`src/hdl/wssf_pkg.sv`:
```
// ----------------------------------------------------------------------------
// wssf_pkg
// Types and constants shared by the wheel speed / stall fallback block.
// ----------------------------------------------------------------------------
package wssf_pkg;

  localparam int WHEELS = 4;

  localparam int DELTA_W = 16;
  localparam int CMD_W   = 16;
  localparam int SPEED_W = 22;
  localparam int COUNT_W = 5;
  localparam int SCALE_W = 20;
  localparam int EPS_W   = 16;
  localparam int TRIG_W  = 15;
  localparam int LIMIT_W = 5;
  localparam int CFG_IDX_W  = 2;
  localparam int CFG_DATA_W = 20;

  // product of |delta| and scale, rounding offset, quotient shift
  localparam int PROD_W    = DELTA_W + 1 + SCALE_W;
  localparam int ROUND_SH  = 12;
  localparam int QUOT_W    = PROD_W - ROUND_SH;

  localparam logic [SCALE_W-1:0] RPM_SCALE_RST       = 20'd160627;
  localparam logic [EPS_W-1:0]   SPEED_EPSILON_RST   = 16'd40;
  localparam logic [TRIG_W-1:0]  COMMAND_TRIGGER_RST = 15'd2000;
  localparam logic [LIMIT_W-1:0] FAIL_LIMIT_RST      = 5'd20;

  typedef enum logic [CFG_IDX_W-1:0] {
    CFG_RPM_SCALE       = 2'd0,
    CFG_SPEED_EPSILON   = 2'd1,
    CFG_COMMAND_TRIGGER = 2'd2,
    CFG_FAIL_LIMIT      = 2'd3
  } cfg_idx_t;

  typedef logic signed [SPEED_W-1:0] speed_t;
  typedef logic [COUNT_W-1:0]        count_t;
  typedef logic [WHEELS-1:0]         wheel_mask_t;

endpackage

```
`src/hdl/wheel_speed_stall_fallback.sv`:
```
// ----------------------------------------------------------------------------
// wheel_speed_stall_fallback
// Four-wheel speed from encoder tick deltas, stall (no-feedback) detection
// and copy-from-healthy-wheel fallback for faulted wheels.
//
// Channels: in_* carries one control period (deltas, commands, read-valid and
// fault masks); out_* returns four speeds in 1/16 rpm and the no-feedback
// mask, one result beat per input beat. cfg_* writes the four settings by
// index and is always ready; write it only while the block is idle.
//
// Throughput: one beat per cycle while the receiver takes each result. The
// input register feeds one pass of multiply, round, saturate, stall check and
// fallback into the result register; the stored speeds and stall counters
// update on the same edge.
// Reset: settings return to their defaults, stored speeds and counters clear,
// both stages empty. When the receiver stalls, the result holds, the input
// register fills, and in_ready drops until the result is taken.
// ----------------------------------------------------------------------------
module wheel_speed_stall_fallback (
  input  logic                                      clk,
  input  logic                                      rst_n,

  input  logic                                      in_valid,
  output logic                                      in_ready,
  input  logic signed [wssf_pkg::DELTA_W-1:0]       in_delta_fl,
  input  logic signed [wssf_pkg::DELTA_W-1:0]       in_delta_fr,
  input  logic signed [wssf_pkg::DELTA_W-1:0]       in_delta_rl,
  input  logic signed [wssf_pkg::DELTA_W-1:0]       in_delta_rr,
  input  logic signed [wssf_pkg::CMD_W-1:0]         in_cmd_fl,
  input  logic signed [wssf_pkg::CMD_W-1:0]         in_cmd_fr,
  input  logic signed [wssf_pkg::CMD_W-1:0]         in_cmd_rl,
  input  logic signed [wssf_pkg::CMD_W-1:0]         in_cmd_rr,
  input  logic [wssf_pkg::WHEELS-1:0]               in_read_ok_mask,
  input  logic [wssf_pkg::WHEELS-1:0]               in_fault_mask,

  output logic                                      out_valid,
  input  logic                                      out_ready,
  output logic signed [wssf_pkg::SPEED_W-1:0]       out_rpm_fl,
  output logic signed [wssf_pkg::SPEED_W-1:0]       out_rpm_fr,
  output logic signed [wssf_pkg::SPEED_W-1:0]       out_rpm_rl,
  output logic signed [wssf_pkg::SPEED_W-1:0]       out_rpm_rr,
  output logic [wssf_pkg::WHEELS-1:0]               out_no_feedback_mask,

  input  logic                                      cfg_valid,
  output logic                                      cfg_ready,
  input  logic [wssf_pkg::CFG_IDX_W-1:0]            cfg_index,
  input  logic [wssf_pkg::CFG_DATA_W-1:0]           cfg_data
);

  localparam int W = wssf_pkg::WHEELS;

  // settings
  logic [wssf_pkg::SCALE_W-1:0] rpm_scale_r;
  logic [wssf_pkg::EPS_W-1:0]   speed_epsilon_r;
  logic [wssf_pkg::TRIG_W-1:0]  command_trigger_r;
  logic [wssf_pkg::LIMIT_W-1:0] fail_limit_r;

  // input register
  logic                                 s1_valid_r;
  logic signed [wssf_pkg::DELTA_W-1:0]  delta_r [W];
  logic signed [wssf_pkg::CMD_W-1:0]    cmd_r   [W];
  wssf_pkg::wheel_mask_t                ok_r;
  wssf_pkg::wheel_mask_t                fm_r;

  // state
  wssf_pkg::speed_t speed_r [W];
  wssf_pkg::count_t count_r [W];

  // result register
  logic                  out_valid_r;
  wssf_pkg::speed_t      rpm_r [W];
  wssf_pkg::wheel_mask_t nf_r;

  // per-period datapath
  wssf_pkg::speed_t      spd   [W];
  wssf_pkg::speed_t      fb    [W];
  wssf_pkg::count_t      count_nxt [W];
  wssf_pkg::wheel_mask_t nf_nxt;

  logic in_fire;
  logic adv;

  assign adv      = s1_valid_r && (!out_valid_r || out_ready);
  assign in_ready = !s1_valid_r || adv;
  assign in_fire  = in_valid && in_ready;
  assign cfg_ready = 1'b1;

  // ---- settings ----
  always_ff @(posedge clk) begin
    if (!rst_n) begin
      rpm_scale_r       <= wssf_pkg::RPM_SCALE_RST;
      speed_epsilon_r   <= wssf_pkg::SPEED_EPSILON_RST;
      command_trigger_r <= wssf_pkg::COMMAND_TRIGGER_RST;
      fail_limit_r      <= wssf_pkg::FAIL_LIMIT_RST;
    end else if (cfg_valid && cfg_ready) begin
      unique case (wssf_pkg::cfg_idx_t'(cfg_index))
        wssf_pkg::CFG_RPM_SCALE:       rpm_scale_r       <= cfg_data[wssf_pkg::SCALE_W-1:0];
        wssf_pkg::CFG_SPEED_EPSILON:   speed_epsilon_r   <= cfg_data[wssf_pkg::EPS_W-1:0];
        wssf_pkg::CFG_COMMAND_TRIGGER: command_trigger_r <= cfg_data[wssf_pkg::TRIG_W-1:0];
        wssf_pkg::CFG_FAIL_LIMIT:      fail_limit_r      <= cfg_data[wssf_pkg::LIMIT_W-1:0];
        default: ;
      endcase
    end
  end

  // ---- input register ----
  always_ff @(posedge clk) begin
    if (!rst_n) begin
      s1_valid_r <= 1'b0;
    end else if (in_fire) begin
      s1_valid_r <= 1'b1;
    end else if (adv) begin
      s1_valid_r <= 1'b0;
    end
  end

  always_ff @(posedge clk) begin
    if (in_fire) begin
      delta_r[0] <= in_delta_fl;
      delta_r[1] <= in_delta_fr;
      delta_r[2] <= in_delta_rl;
      delta_r[3] <= in_delta_rr;
      cmd_r[0]   <= in_cmd_fl;
      cmd_r[1]   <= in_cmd_fr;
      cmd_r[2]   <= in_cmd_rl;
      cmd_r[3]   <= in_cmd_rr;
      ok_r       <= in_read_ok_mask;
      fm_r       <= in_fault_mask;
    end
  end

  // ---- speed and stall check, per wheel ----
  always_comb begin
    logic [wssf_pkg::DELTA_W:0]   d17;
    logic [wssf_pkg::DELTA_W:0]   mag;
    logic [wssf_pkg::PROD_W-1:0]  prod;
    logic [wssf_pkg::QUOT_W-1:0]  q;
    logic [wssf_pkg::SPEED_W:0]   qn;
    logic [wssf_pkg::SPEED_W-1:0] s_abs;
    logic [wssf_pkg::CMD_W-1:0]   c_abs;
    logic                         hi_cmd;
    logic                         lo_cmd;
    logic                         still;
    logic                         at_lim;
    d17 = '0; mag = '0; prod = '0; q = '0; qn = '0; s_abs = '0; c_abs = '0;
    hi_cmd = 1'b0; lo_cmd = 1'b0; still = 1'b0; at_lim = 1'b0;
    nf_nxt = '0;
    for (int w = 0; w < W; w++) begin
      d17  = {delta_r[w][wssf_pkg::DELTA_W-1], delta_r[w]};
      mag  = d17[wssf_pkg::DELTA_W] ? (~d17 + 1'b1) : d17;
      prod = wssf_pkg::PROD_W'(mag) * wssf_pkg::PROD_W'(rpm_scale_r)
             + wssf_pkg::PROD_W'(1 << (wssf_pkg::ROUND_SH - 1));
      q    = prod[wssf_pkg::PROD_W-1:wssf_pkg::ROUND_SH];
      if (d17[wssf_pkg::DELTA_W]) begin
        qn = (q > wssf_pkg::QUOT_W'(2097152)) ? (wssf_pkg::SPEED_W+1)'(2097152)
                                               : q[wssf_pkg::SPEED_W:0];
        qn = ~qn + 1'b1;
        spd[w] = wssf_pkg::speed_t'(qn[wssf_pkg::SPEED_W-1:0]);
      end else begin
        spd[w] = (q > wssf_pkg::QUOT_W'(2097151)) ? wssf_pkg::speed_t'(2097151)
                                                   : wssf_pkg::speed_t'(q[wssf_pkg::SPEED_W-1:0]);
      end
      s_abs  = spd[w][wssf_pkg::SPEED_W-1] ? (~spd[w] + 1'b1) : spd[w];
      c_abs  = cmd_r[w][wssf_pkg::CMD_W-1] ? (~cmd_r[w] + 1'b1) : cmd_r[w];
      hi_cmd = c_abs > {1'b0, command_trigger_r};
      lo_cmd = c_abs < {1'b0, command_trigger_r};
      still  = s_abs < wssf_pkg::SPEED_W'(speed_epsilon_r);
      at_lim = count_r[w] >= fail_limit_r;

      if (!ok_r[w]) begin
        spd[w]       = speed_r[w];
        count_nxt[w] = count_r[w];
        nf_nxt[w]    = 1'b1;
      end else if (at_lim && lo_cmd) begin
        count_nxt[w] = count_r[w];
        nf_nxt[w]    = 1'b1;
      end else begin
        if (hi_cmd && still) begin
          count_nxt[w] = at_lim ? count_r[w] : count_r[w] + 1'b1;
        end else begin
          count_nxt[w] = '0;
        end
        nf_nxt[w] = count_nxt[w] >= fail_limit_r;
      end
    end
  end

  // ---- fallback from healthy wheels ----
  always_comb begin
    for (int w = 0; w < W; w++) begin
      fb[w] = spd[w];
    end
    unique case (fm_r)
      4'b0001: fb[0] = spd[2];
      4'b0010: fb[1] = spd[3];
      4'b0100: fb[2] = spd[0];
      4'b1000: fb[3] = spd[1];
      4'b0101: begin fb[0] = spd[1]; fb[2] = spd[3]; end
      4'b1010: begin fb[1] = spd[0]; fb[3] = spd[2]; end
      4'b1100: begin fb[2] = spd[0]; fb[3] = spd[1]; end
      4'b0011: begin fb[0] = spd[2]; fb[1] = spd[3]; end
      4'b1001: begin fb[0] = spd[2]; fb[3] = spd[1]; end
      4'b0110: begin fb[1] = spd[3]; fb[2] = spd[0]; end
      4'b1110: begin
        for (int w = 0; w < W; w++) fb[w] = spd[0];
      end
      4'b1101: begin
        for (int w = 0; w < W; w++) fb[w] = spd[1];
      end
      4'b1011: begin
        for (int w = 0; w < W; w++) fb[w] = spd[2];
      end
      4'b0111: begin
        for (int w = 0; w < W; w++) fb[w] = spd[3];
      end
      default: ;
    endcase
  end

  // ---- state and result register ----
  always_ff @(posedge clk) begin
    if (!rst_n) begin
      for (int w = 0; w < W; w++) begin
        speed_r[w] <= '0;
        count_r[w] <= '0;
      end
    end else if (adv) begin
      for (int w = 0; w < W; w++) begin
        speed_r[w] <= fb[w];
        count_r[w] <= count_nxt[w];
      end
    end
  end

  always_ff @(posedge clk) begin
    if (!rst_n) begin
      out_valid_r <= 1'b0;
    end else if (adv) begin
      out_valid_r <= 1'b1;
    end else if (out_ready) begin
      out_valid_r <= 1'b0;
    end
  end

  always_ff @(posedge clk) begin
    if (adv) begin
      for (int w = 0; w < W; w++) begin
        rpm_r[w] <= fb[w];
      end
      nf_r <= nf_nxt;
    end
  end

  assign out_valid            = out_valid_r;
  assign out_rpm_fl           = rpm_r[0];
  assign out_rpm_fr           = rpm_r[1];
  assign out_rpm_rl           = rpm_r[2];
  assign out_rpm_rr           = rpm_r[3];
  assign out_no_feedback_mask = nf_r;

endmodule
```
`config.mk`:
```
export PLATFORM = sky130hd
export DESIGN_NAME = wheel_speed_stall_fallback
export DESIGN_NICKNAME = d
export VERILOG_FILES = /design/src/hdl/wssf_pkg.sv /design/src/hdl/wheel_speed_stall_fallback.sv
export SDC_FILE = /design/constraint.sdc
export NUM_CORES = 2
export LEC_CHECK = 0
export ABC_AREA = 1
export BUFFER_PORTS_ARGS = -buffer_cell sky130_fd_sc_hd__buf_2
export CAP_MARGIN = 20
export CORE_MARGIN = 5
export CORE_UTILIZATION = 35
export DETAILED_ROUTE_END_ITERATION = 10
export GPL_ROUTABILITY_DRIVEN = 0
export GPL_TIMING_DRIVEN = 0
export PLACE_DENSITY = 0.48
export SYNTH_ARGS = -nofsm -noshare
export SYNTH_HDL_FRONTEND = slang
export SYNTH_SLANG_ARGS = --single-unit
```
`constraint.sdc`:
```
create_clock -name clk -period 15.3 [get_ports clk]
set_input_delay 3.06 -clock clk [delete_from_list [all_inputs] [get_ports clk]]
set_output_delay 3.06 -clock clk [all_outputs]
set_load 0.005 [all_outputs]
```
==> flow_metrics.tcl <==
set metrics [dict create \
    status "finished clean" \
    design.portCount 258 \
    clk_latency_ns 0.73 \
    startpoint "delta_r[3][15]" \
    cap_viol_max_count 0 \
    fin_area_sq_mm 0.0827 \
    grt_max_degree 88 \
    period_share_pct 94.2 \
    worst_setup_path_end_kind "register" \
    start_util_pct 35.3 \
    ant_nets 0 \
    cts_root_buf "clkbuf_16" \
    antenna_found_initial 25 \
    relSlewSlack_pct 18.8 \
    drive_gt1_share_pct 6.16 \
    synth_cells 9881 \
    wl_per_cell_um 23.2 \
    slowest_delay_ns 0.64 \
    die_area_sq_mm 0.223 \
    required_ns 15.65 \
    io_buffers 256 \
    rsz0062_at_grt "false" \
    wirelength_um 307000 \
    grt_pass1_vias 69165 \
    grt_pass1_wl_um 449000 \
    final_common_cell "nand2_1" \
    fmax_ghz 0.0694 \
    dpl.hpwl_um 258000 \
    ys_async_sr_fraction_pct 0 \
    cts_max_level 2 \
    numCtsBuffers 49 \
    critPathBufInv 14 \
    yosys_warnings 0 \
    crit_slowest_cell "clkinv_1" \
    cts.sinks 394 \
    slew_viol_final 0 \
    setup_viol 0 \
    clockBufferDepth 3 \
    grt_overflow 0 \
    holdBufCountCts 0 \
    grt_util_all_layers_pct 27.0 \
    fin_crit_ns 14.41 \
    drc_errors 0 \
    core_area_sq_mm 0.213 \
    cp_max_fo 17 \
    num_rows 169 \
    path_common_cell "nand2_1" \
    synth_edf_count 336 \
    synth_cell_type_count 77 \
    cts_tree "yes" \
    syn_avg_cell_area_sq_um 7.58 \
    path_clk_slew_ns 0.06 \
    first_pass_iters 9 \
    place_inst 13086 \
    cp-start-kind "register" \
    fp.dieH_um 473 \
    worstMarginPinSlew_ns 1.22 \
    worstSetupPathType "register to register" \
    finalNetCount 12225 \
    synth_area_sq_mm 0.0749 \
    vias_per_cell 5.19 \
    synth_seq_cells 394 \
    hold_violations 0 \
    clock_skew_ns 0.0855 \
    yosysSeqAreaShare_pct 15.0 \
    placement.cell_area_sq_mm 0.0809 \
    worstHoldStart "out_valid" \
    arrival_ns 14.76 \
    vias 68395 \
    fin_cells 13184 \
    final_cell_mix "nand2_1, inv_1, nor2_1, fa_1, ha_1" \
    hold_path_class "register to register" \
    drt-initial-drc-count 6608 \
    areaGrowthSynthToFinish_pct 10.3 \
    path_delay_family "adder cells" \
    synth_top_flop_cell "edfxtp_1" \
    die_width_um 473 \
    worstReg2RegStart "delta_r[3][15]" \
]
[tightest hold or removal path, cell delays in order, from the launching register on]
cell,delay [ns]
dfxtp_1,0.32
nand2_1,0.08
a21oi_1,0.06
[cell usage after synthesis (9+ instances only)]
cell type     n  area, sq um
o21ai_0     395         1980
buf_6        12          135
clkbuf_1    285         1070
nand3_1     369         1850
o22ai_1      25          156
or2_2        42          263
ha_1        668         8360
a31oi_1      40          250
xor2_1      140         1230
and2_1       34          213
nand2_1    2243         8420
nand3_2      11          110
xnor2_1      36          315
inv_1      2069         7770
o21bai_1     12         90.1
dfxtp_1      58         1160
nor2_1     1090         4090
o31ai_1      14          105
nor3_1       84          420
nand2_2      26          163
clkinv_1     21         78.8
o21a_1       31          233
nand3b_1     34          255
nor2_2       22          138
o41ai_1      14          123
o211ai_1     27          203
fa_1       1076        21500
o21ai_1      34          170
buf_1        15         56.3
nor4_1       21          131
o2111ai_1    33          289
edfxtp_1    336        10100
nand4_1      77          482
inv_2        30          113
a21oi_1     315         1580
a211oi_1     12         90.1
a21o_1       19          143
a21boi_0      9         67.6
nor2_4        9          101
[metrics by stage]
| step | setup TNS, ns | hold WS (ns) | utilization (%) | setup slack [ns] |
|---|---|---|---|---|
| after global routing | 0 | 0.561 | 38.9 | 0.00205 |
| after global placement | -1.17 | 0.496 | 37.7 | -1.07 |
| after floorplan | 0 | 0.469 | - | 3.59 |
| after detailed placement | -0.176 | 0.501 | 38.1 | -0.176 |
| after CTS | 0 | 0.522 | 38.8 | 0.195 |
| final | 0 | 0.522 | 38.9 | 0.890 |
[path summary, 6_finish.rpt]
| path | slack, ns | depth (start not counted) | endpoint |
|---|---|---|---|
| max | 0.89 | 62 | out_no_feedback_mask[3] |
| min | 0.52 | 2 | out_valid |
| max reg2reg | 0.89 | 62 | out_no_feedback_mask[3] |
| min reg2reg | 0.52 | 2 | out_valid |
[sequential cells by signal (all words and copies together), names as in the netlist, 5 cells and up]
| signal | flops |
|---|---|
| rpm_r | 88 |
| speed_r | 88 |
| cmd_r | 64 |
| delta_r | 64 |
| count_r | 20 |
| rpm_scale_r | 20 |
| speed_epsilon_r | 16 |
| command_trigger_r | 15 |
| fail_limit_r | 5 |
[cells by family (layout without fill, tap and decap cells)]
group / Yosys count / after routing / synth area share [%]
adder cells (fa/ha/maj): 1744 / 1744 / 39.9
AO/OA/AOI/OAI: 1024 / 1024 / 7.89
flip-flops: 394 / 394 / 15.0
XOR/XNOR: 184 / 184 / 2.23
multiplexers: 1 / 1 / 0.0150
AND/OR/NAND/NOR: 4087 / 4087 / 22.5
buffers and inverters: 2445 / 2842 / 12.4
other: 2 / 87 / 0.0100
[cell type report]
| class | instances | area (sq um) |
|---|---|---|
| multi-input combinational | 7121 | 54800 |
| tap | 2821 | 3530 |
| inverter | 2121 | 7980 |
| antenna | 6 | 15.0 |
| sequential | 394 | 11300 |
| clock inverter | 33 | 322 |
| clock buffer | 57 | 1280 |
| buffer | 321 | 1380 |
| fill | 22322 | 130000 |
| timing repair buffer | 310 | 2160 |
[per-layer routing]
metal  vias up  global-route usage (%)  wire length, um
met5         -                   0.640              272
met4        12                    12.7            17500
met3       646                    4.92            26400
met2      3024                    41.5           131000
met1     33488                    36.9           131000
li1      31225                       -                -
[repair_timing]
item,in CTS,in global routing
setup endpoints to repair,1,4
pin swaps,0,0
gates resized for setup,3,55
setup buffers,0,2
Power is left out: the tool's default activity adds up to more than one toggle a clock period on the data nets, which glitch-free logic cannot reach.
